--- src/rtl/leb_pkg.sv ---
// ----------------------------------------------------------------------------
// leb_pkg: shared types and constants for the line edit buffer
// Beat payload structs, mode and result codes, line store sizing.
// ----------------------------------------------------------------------------
package leb_pkg;

    localparam int LINE_DEPTH = 256;
    localparam int LINE_AW    = $clog2(LINE_DEPTH);
    localparam int LINE_LW    = $clog2(LINE_DEPTH + 1);

    localparam logic [LINE_LW-1:0] LINE_FULL    = LINE_LW'(LINE_DEPTH);
    localparam logic [LINE_LW-1:0] LINE_PRT_MAX = LINE_LW'(LINE_DEPTH - 1);

    localparam logic [7:0] CH_BACKSPACE = 8'd8;
    localparam logic [7:0] CH_NEWLINE   = 8'd10;
    localparam logic [7:0] CH_PRINT_LO  = 8'd32;
    localparam logic [7:0] CH_PRINT_HI  = 8'd126;

    localparam int CFG_IW = 2;
    localparam logic [CFG_IW-1:0] CFG_CANONICAL = 2'd0;
    localparam logic [CFG_IW-1:0] CFG_ECHO      = 2'd1;

    typedef enum logic [1:0] {
        MODE_CHAR  = 2'd0,
        MODE_FETCH = 2'd1,
        MODE_CLEAR = 2'd2,
        MODE_NONE  = 2'd3
    } t_mode;

    typedef enum logic [1:0] {
        KIND_ECHO  = 2'd0,
        KIND_DATA  = 2'd1,
        KIND_EMPTY = 2'd2,
        KIND_BUSY  = 2'd3
    } t_kind;

    typedef struct packed {
        t_mode      mode;
        logic [7:0] char_in;
        logic       reader_final;
    } t_leb_in;

    typedef struct packed {
        t_kind      kind;
        logic [7:0] out_byte;
        logic       last;
    } t_leb_out;

    // result decided at accept; byte comes from the store when use_ram is set
    typedef struct packed {
        logic       valid;
        t_kind      kind;
        logic [7:0] out_byte;
        logic       last;
        logic       use_ram;
    } t_leb_stage;

    typedef struct packed {
        logic               wr_en;
        logic [LINE_AW-1:0] wr_addr;
        logic [7:0]         wr_data;
        logic               rd_en;
        logic [LINE_AW-1:0] rd_addr;
    } t_leb_ram_req;

endpackage

--- src/rtl/leb_ram.sv ---
// ----------------------------------------------------------------------------
// leb_ram: generic simple dual-port RAM
// One write port, one read port with registered read data.
// ----------------------------------------------------------------------------
module leb_ram #(
    parameter int WIDTH = 8,
    parameter int DEPTH = 256
) (
    input  logic                     i_clk,
    input  logic                     i_wr_en,
    input  logic [$clog2(DEPTH)-1:0] i_wr_addr,
    input  logic [WIDTH-1:0]         i_wr_data,
    input  logic                     i_rd_en,
    input  logic [$clog2(DEPTH)-1:0] i_rd_addr,
    output logic [WIDTH-1:0]         o_rd_data
);

    logic [WIDTH-1:0] r_mem [DEPTH];
    logic [WIDTH-1:0] r_rd_data;

    always_ff @(posedge i_clk) begin
        if (i_wr_en) begin
            r_mem[i_wr_addr] <= i_wr_data;
        end
        if (i_rd_en) begin
            r_rd_data <= r_mem[i_rd_addr];
        end
    end

    assign o_rd_data = r_rd_data;

endmodule

--- src/rtl/leb_ctrl.sv ---
// ----------------------------------------------------------------------------
// leb_ctrl: line editing control
// Classifies each accepted beat, updates line state and registers, drives
// the line store and holds the decided result for the output stage.
// ----------------------------------------------------------------------------
module leb_ctrl (
    input  logic                  i_clk,
    input  logic                  i_rst_n,
    input  logic                  i_in_valid,
    input  leb_pkg::t_leb_in      i_in_data,
    output logic                  o_in_stall,
    input  logic                  i_cfg_valid,
    input  logic [leb_pkg::CFG_IW-1:0] i_cfg_index,
    input  logic                  i_cfg_data,
    input  logic                  i_out_free,
    output leb_pkg::t_leb_stage   o_stage,
    output leb_pkg::t_leb_ram_req o_ram
);
    import leb_pkg::*;

    logic               r_canon, r_echo;
    logic [LINE_LW-1:0] r_len, n_len;
    logic               r_complete, n_complete;
    logic [LINE_LW-1:0] r_rdpos, n_rdpos;
    t_leb_stage         r_stage, n_stage;

    logic               advance;
    logic               accept;
    logic [LINE_LW-1:0] rd_next;
    logic               printable;

    assign advance    = !r_stage.valid || i_out_free;
    assign o_in_stall = !advance;
    assign accept     = i_in_valid && advance;
    assign rd_next    = r_rdpos + LINE_LW'(1);
    assign printable  = (i_in_data.char_in >= CH_PRINT_LO) &&
                        (i_in_data.char_in <= CH_PRINT_HI);

    always_comb begin
        n_len      = r_len;
        n_complete = r_complete;
        n_rdpos    = r_rdpos;
        n_stage    = '0;
        o_ram.wr_en   = 1'b0;
        o_ram.wr_addr = r_len[LINE_AW-1:0];
        o_ram.wr_data = i_in_data.char_in;
        o_ram.rd_en   = 1'b0;
        o_ram.rd_addr = r_rdpos[LINE_AW-1:0];
        if (accept) begin
            case (i_in_data.mode)
                MODE_CLEAR: begin
                    n_len      = '0;
                    n_complete = 1'b0;
                    n_rdpos    = '0;
                end
                MODE_FETCH: begin
                    if (!r_canon) begin
                        n_stage.valid = 1'b1;
                        n_stage.kind  = KIND_EMPTY;
                    end else if (!r_complete || r_rdpos >= r_len) begin
                        if (r_complete) begin
                            n_len      = '0;
                            n_complete = 1'b0;
                            n_rdpos    = '0;
                        end
                        n_stage.valid = 1'b1;
                        n_stage.kind  = KIND_EMPTY;
                    end else begin
                        o_ram.rd_en     = 1'b1;
                        n_stage.valid   = 1'b1;
                        n_stage.kind    = KIND_DATA;
                        n_stage.use_ram = 1'b1;
                        n_stage.last    = (rd_next >= r_len) || i_in_data.reader_final;
                        n_rdpos         = rd_next;
                        if (n_stage.last) begin
                            n_len      = '0;
                            n_complete = 1'b0;
                            n_rdpos    = '0;
                        end
                    end
                end
                MODE_CHAR: begin
                    if (!r_canon) begin
                        n_stage.valid    = 1'b1;
                        n_stage.kind     = KIND_DATA;
                        n_stage.out_byte = i_in_data.char_in;
                        n_stage.last     = 1'b1;
                    end else if (r_complete) begin
                        n_stage.valid = 1'b1;
                        n_stage.kind  = KIND_BUSY;
                    end else if (i_in_data.char_in == CH_BACKSPACE) begin
                        if (r_len != '0) begin
                            n_len            = r_len - LINE_LW'(1);
                            n_stage.valid    = r_echo;
                            n_stage.kind     = KIND_ECHO;
                            n_stage.out_byte = CH_BACKSPACE;
                        end
                    end else if (i_in_data.char_in == CH_NEWLINE) begin
                        if (r_len < LINE_FULL) begin
                            o_ram.wr_en = 1'b1;
                            n_len       = r_len + LINE_LW'(1);
                        end
                        n_complete       = 1'b1;
                        n_rdpos          = '0;
                        n_stage.valid    = r_echo;
                        n_stage.kind     = KIND_ECHO;
                        n_stage.out_byte = CH_NEWLINE;
                    end else if (printable && r_len < LINE_PRT_MAX) begin
                        o_ram.wr_en      = 1'b1;
                        n_len            = r_len + LINE_LW'(1);
                        n_stage.valid    = r_echo;
                        n_stage.kind     = KIND_ECHO;
                        n_stage.out_byte = i_in_data.char_in;
                    end
                end
                default: begin
                end
            endcase
        end
    end

    always_ff @(posedge i_clk) begin
        if (!i_rst_n) begin
            r_canon       <= 1'b1;
            r_echo        <= 1'b1;
            r_len         <= '0;
            r_complete    <= 1'b0;
            r_rdpos       <= '0;
            r_stage.valid <= 1'b0;
        end else begin
            r_len      <= n_len;
            r_complete <= n_complete;
            r_rdpos    <= n_rdpos;
            if (advance) begin
                r_stage <= n_stage;
            end
            if (i_cfg_valid) begin
                if (i_cfg_index == CFG_CANONICAL) begin
                    r_canon <= i_cfg_data;
                end else if (i_cfg_index == CFG_ECHO) begin
                    r_echo <= i_cfg_data;
                end
            end
        end
    end

    assign o_stage = r_stage;

endmodule

--- src/rtl/leb_out.sv ---
// ----------------------------------------------------------------------------
// leb_out: result register
// Merges store read data into the pending result and holds the output beat.
// ----------------------------------------------------------------------------
module leb_out (
    input  logic                i_clk,
    input  logic                i_rst_n,
    input  leb_pkg::t_leb_stage i_stage,
    input  logic [7:0]          i_rd_data,
    input  logic                i_out_stall,
    output logic                o_out_free,
    output logic                o_out_valid,
    output leb_pkg::t_leb_out   o_out_data
);
    import leb_pkg::*;

    logic     r_valid;
    t_leb_out r_data, n_data;

    assign o_out_free = !r_valid || !i_out_stall;

    always_comb begin
        n_data.kind     = i_stage.kind;
        n_data.out_byte = i_stage.use_ram ? i_rd_data : i_stage.out_byte;
        n_data.last     = i_stage.last;
    end

    always_ff @(posedge i_clk) begin
        if (!i_rst_n) begin
            r_valid <= 1'b0;
        end else if (o_out_free) begin
            r_valid <= i_stage.valid;
        end
        if (o_out_free) begin
            r_data <= n_data;
        end
    end

    assign o_out_valid = r_valid;
    assign o_out_data  = r_data;

endmodule

--- src/rtl/line_edit_buffer_unit.sv ---
// ----------------------------------------------------------------------------
// line_edit_buffer_unit: canonical-mode terminal line editor
// Edits received characters into a line store, echoes them, and hands the
// completed line to the reader a byte per fetch; raw mode passes through.
// ----------------------------------------------------------------------------
//  channel   signals                                 dir   beat
//  in        i_in_valid, o_in_stall, i_in_data       in    mode, char, final
//  out       o_out_valid, i_out_stall, o_out_data    out   kind, byte, last
//  cfg       i_cfg_valid, o_cfg_ready, i_cfg_index,  in    register write
//            i_cfg_data
//
// One beat accepted per cycle while out stall does not back up; a result passes
// through the stage register and line store read, then the result register.
// Line state updates at accept and registers at a cfg write, so the next beat sees them.
// Reset restores canonical and echo on and an empty line; store needs no clear.
// out stall holds the result register and backs up into in stall.
// ----------------------------------------------------------------------------
module line_edit_buffer_unit (
    input  logic                       i_clk,
    input  logic                       i_rst_n,
    input  logic                       i_in_valid,
    input  leb_pkg::t_leb_in           i_in_data,
    output logic                       o_in_stall,
    output logic                       o_out_valid,
    output leb_pkg::t_leb_out          o_out_data,
    input  logic                       i_out_stall,
    input  logic                       i_cfg_valid,
    output logic                       o_cfg_ready,
    input  logic [leb_pkg::CFG_IW-1:0] i_cfg_index,
    input  logic                       i_cfg_data
);
    import leb_pkg::*;

    t_leb_stage   stage;
    t_leb_ram_req ram_req;
    logic [7:0]   rd_data;
    logic         out_free;

    assign o_cfg_ready = 1'b1;

    leb_ctrl u_ctrl (
        .i_clk       (i_clk),
        .i_rst_n     (i_rst_n),
        .i_in_valid  (i_in_valid),
        .i_in_data   (i_in_data),
        .o_in_stall  (o_in_stall),
        .i_cfg_valid (i_cfg_valid),
        .i_cfg_index (i_cfg_index),
        .i_cfg_data  (i_cfg_data),
        .i_out_free  (out_free),
        .o_stage     (stage),
        .o_ram       (ram_req)
    );

    leb_ram #(
        .WIDTH (8),
        .DEPTH (LINE_DEPTH)
    ) u_store (
        .i_clk     (i_clk),
        .i_wr_en   (ram_req.wr_en),
        .i_wr_addr (ram_req.wr_addr),
        .i_wr_data (ram_req.wr_data),
        .i_rd_en   (ram_req.rd_en),
        .i_rd_addr (ram_req.rd_addr),
        .o_rd_data (rd_data)
    );

    leb_out u_out (
        .i_clk       (i_clk),
        .i_rst_n     (i_rst_n),
        .i_stage     (stage),
        .i_rd_data   (rd_data),
        .i_out_stall (i_out_stall),
        .o_out_free  (out_free),
        .o_out_valid (o_out_valid),
        .o_out_data  (o_out_data)
    );

endmodule

--- config.mk ---
export PLATFORM = sky130hd
export DESIGN_NAME = line_edit_buffer_unit
export DESIGN_NICKNAME = d
export VERILOG_FILES = /design/src/rtl/leb_pkg.sv /design/src/rtl/leb_ram.sv /design/src/rtl/leb_ctrl.sv /design/src/rtl/leb_out.sv /design/src/rtl/line_edit_buffer_unit.sv
export SDC_FILE = /design/constraint.sdc
export NUM_CORES = 2
export LEC_CHECK = 0
export BUFFER_PORTS_ARGS = -buffer_cell sky130_fd_sc_hd__buf_2
export CAP_MARGIN = 40
export CORE_MARGIN = 4
export CORE_UTILIZATION = 45
export DETAILED_ROUTE_END_ITERATION = 8
export HOLD_SLACK_MARGIN = 0.03
export PLACE_DENSITY = 0.68
export SKIP_CTS_REPAIR_TIMING = 1
export SLEW_MARGIN = 15
export SYNTH_ARGS = -nofsm -noshare
export SYNTH_HDL_FRONTEND = slang
export SYNTH_HIERARCHICAL = 1
export SYNTH_SLANG_ARGS = --single-unit
--- constraint.sdc ---
create_clock -name i_clk -period 2.9 [get_ports i_clk]
set_input_delay 0.145 -clock i_clk [delete_from_list [all_inputs] [get_ports i_clk]]
set_output_delay 0.145 -clock i_clk [all_outputs]
set_load 0.1 [all_outputs]
==> results.md <==
* Status: finished, violations left
* Violated checks: negative setup slack
* Vias in the first global route at 43400
* Post-Synthesis Cell Area at ~0.083 sq mm
* Worst Clk Skew at between 0.03 and 0.04 ns
* Initial antenna violation count at 2
* Critical path arrival at about 3.6 ns
* RSZ-0062 raised after global routing: true
* Die Ht at 437 um
* Hold Path Origin: i_in_data[1]
* Distinct cell type count after synthesis at approximately 80
* Port Buffers at 31
* CTS Buffer Depth at 3
* Via-per-instance ratio at between 5 and 6
* Slew @ Worst Pin at 0.944 ns
* Die ar. at about 0.19 sq mm
* Max_slew headroom at 0.371
* Area Overhead vs Synth at 19.1%
* Final setup fails at 5
* Die W at roughly 440 um
* PwrDens at approximately 600 mW/mm^2
* CTS Buf Count at 197
* Max VDD drop at roughly 0.0005 V
* Pin count of the biggest net entering global routing at 258
* NumNets Final at around 4800
* WP data required at approximately 3.5 ns
* FMAX at approximately 340 MHz
* Min-delay worst type: primary input to flop
* Static Leak at between 30 and 40 nW
* Worst setup EP type: flop
* Primary FF master, synth: edfxtp_1
* Crit path cell chain: buf_12, clkbuf_16, buf_4, mux4_2, mux4_2, nor2_1, a2111oi_2, nor3_2, buf_4, nor4_1
* Worst r2r path cells at 10
* EDFF count, synth at between 2000 and 2500
* Total track usage at 0.212
* Syn_area_per_cell at between 20 and 25 sq um
* Worst Hold End: u_ctrl/o_stage[3]$_SDFFCE_PN0P_
* WL per Instance at 28.2 um
* Global-route wire length before repair at about 300 mm
* Crit Path Category: flop to flop
* Multi-input logic area at about 0.02 sq mm
* TritonCTS clock tree: yes
* # DRC at 0
* H-tree depth at 4
* Core Area at about 0.18 sq mm
* Sequential element share of the synthesized area at 0.759
* Worst-path clk slew at 0.07 ns
* CP Max Fanout at 6
* Cell Count, Final, Fillers Out at roughly 7400
* Max incr delay on CP at 0.55 ns
* Max-slew violations at 0
* Post-Synthesis Cells at around 4100
* Post-layout util at 0.539
* Period minus WS final at between 2 and 3 ns
* Asr flop ratio synth at 0
* First-pass DRT Iterations at 8
* Clk Latency, worst-skew pair at roughly 0.84 ns
* IO Pins at 33
* Setup tns final at -0.244 ns
* Critical path launch point type: flop
* GPL Wtd Cong at around 0.9
* Commonest non-fill, non-tap cells in the layout: 2079 x edfxtp_1, 552 x buf_4, 454 x mux4_2
* Yosys warns at 6
* Routed wire length at 208 mm
* Place WS at -0.508 ns
* Net Count, Synth at around 4100
* Post-DRT Antenna Nets at 0
* Placed Area at around 0.090 sq mm
* Final instance area at just under 0.1 sq mm
* Fillers at about 14000
* RR Startpoint: u_ctrl/r_rdpos[0]$_SDFFE_PN0P_
* Final period utilization at 1.03
* Most common cell after layout, fill and taps aside: edfxtp_1
* Vias after detailed routing at around 44000
* Num rows at around 160
* Reg2reg end: u_store/o_rd_data[7]$_DFFE_PP_
* Dpl cells at between 6000 and 7000
* Hold depth at 7
* Post-synthesis register bit count at roughly 2100
* # clock sinks at around 2100
* Hold Vio Cnt, Final at 0
* Slowest cell on the critical path: mux4_2
* Max-Cap Viols at 0
* Worst setup margin at -0.0773 ns
* DRT iter0 DRCs at ~5400
* Reg-to-reg slack, setup at -0.08 ns
* Estimated wirelength of the detail-placed design at ~130 mm
* Grt total ovfl at 0
* Seq. cell area at 0.0629 sq mm
* Root buf cell: clkbuf_16
* Starting Density at 0.453
* Fraction of layout cells with a size suffix above 1 at 0.349
## report_power, final
group	switching (mW)	leakage [nW]	internal, mW
combinational	0.674	8.73	0.161
clock	11.1	3.03	13.8
sequential	0.00752	18.9	33.4
## final cells by class
| class | count | area share |
|---|---|---|
| diodes | 1 | 0.0000253 |
| clock buffers | 240 | 0.0520 |
| clock inverters | 125 | 0.0109 |
| inverters | 16 | 0.000608 |
| multi-input cells | 1693 | 0.199 |
| flip-flops and latches | 2102 | 0.637 |
| well taps | 2464 | 0.0312 |
| repair buffers | 717 | 0.0690 |
## cells by family (layout without fill, tap and decap cells)
| kind of cell | after synthesis | after routing | synth area share |
|---|---|---|---|
| and+or+nand+nor | 592 | 592 | 0.0335 |
| AOI/OAI and AO/OA | 457 | 457 | 0.0387 |
| buffers and inverters | 285 | 1098 | 0.0212 |
| DFF | 2102 | 2102 | 0.759 |
| xor gates and xnor gates | 12 | 12 | 0.00127 |
| adders and majority gates | 27 | 27 | 0.00417 |
| muxes | 604 | 604 | 0.142 |
| other | 1 | 2 | 0.0000452 |
## worst max path at each step
stage / from / end / depth (start not counted)
final: u_ctrl/r_rdpos[0]$_SDFFE_PN0P_ / u_store/o_rd_data[7]$_DFFE_PP_ / 10
after global routing: u_ctrl/r_rdpos[0]$_SDFFE_PN0P_ / u_store/o_rd_data[5]$_DFFE_PP_ / 11
after CTS: u_ctrl/r_rdpos[0]$_SDFFE_PN0P_ / u_store/o_rd_data[5]$_DFFE_PP_ / 9
after detailed placement: u_ctrl/r_rdpos[0]$_SDFFE_PN0P_ / u_store/o_rd_data[5]$_DFFE_PP_ / 9
after global placement: u_ctrl/r_rdpos[0]$_SDFFE_PN0P_ / u_store/o_rd_data[1]$_DFFE_PP_ / 9
after floorplan: u_out/o_out_valid$_SDFFE_PN0P_ / u_store/r_mem[180][0]$_DFFE_PP_ / 11
## routing by layer
layer,global-route usage,up-vias,share of wire
li1,-,18300,-
met1,0.306,23200,0.40
met2,0.331,2185,0.48
met3,0.0375,374,0.089
met4,0.0725,0,0.033
met5,0,-,0
## flip-flops by register name, summed over array words and instances (netlist names)
signal and count:
u_ctrl/o_stage 13, u_ctrl/r_complete 1, u_out/o_out_valid 1, u_ctrl/r_echo 1
u_store/o_rd_data 8, u_ctrl/r_len 9, u_store/r_mem 2048, u_ctrl/r_rdpos 9
u_out/o_out_data 11, u_ctrl/r_canon 1
## synthesized netlist by cell type, types with 34 or more instances
master	number	area share
buf_2	34	0.0021
a22oi_1	133	0.012
mux2i_1	138	0.017
mux4_2	454	0.12
nor2b_1	40	0.0030
nor2_1	298	0.013
nand2_1	65	0.0029
clkbuf_1	116	0.0053
a21oi_1	112	0.0068
buf_4	52	0.0047
edfxtp_1	2079	0.75
o221ai_1	47	0.0050
nand3_1	53	0.0032
## critical path: cells and delay by family (launching register included)
kind	cells	cell delay, ns
buffers and inverters	4	0.57
muxes	2	1.07
and+or+nand+nor	3	0.55
AOI/OAI and AO/OA	1	0.09
DFF	1	0.44
## through the flow
step                      power, mW  hold WS, ns
after global placement         34.8        0.394
after global routing           60.9        0.266
after CTS                      59.4       -0.497
after floorplan                34.4        0.272
after detailed placement       34.8        0.405
final                          59.1        0.247
Power figures use the tool's default switching activity.
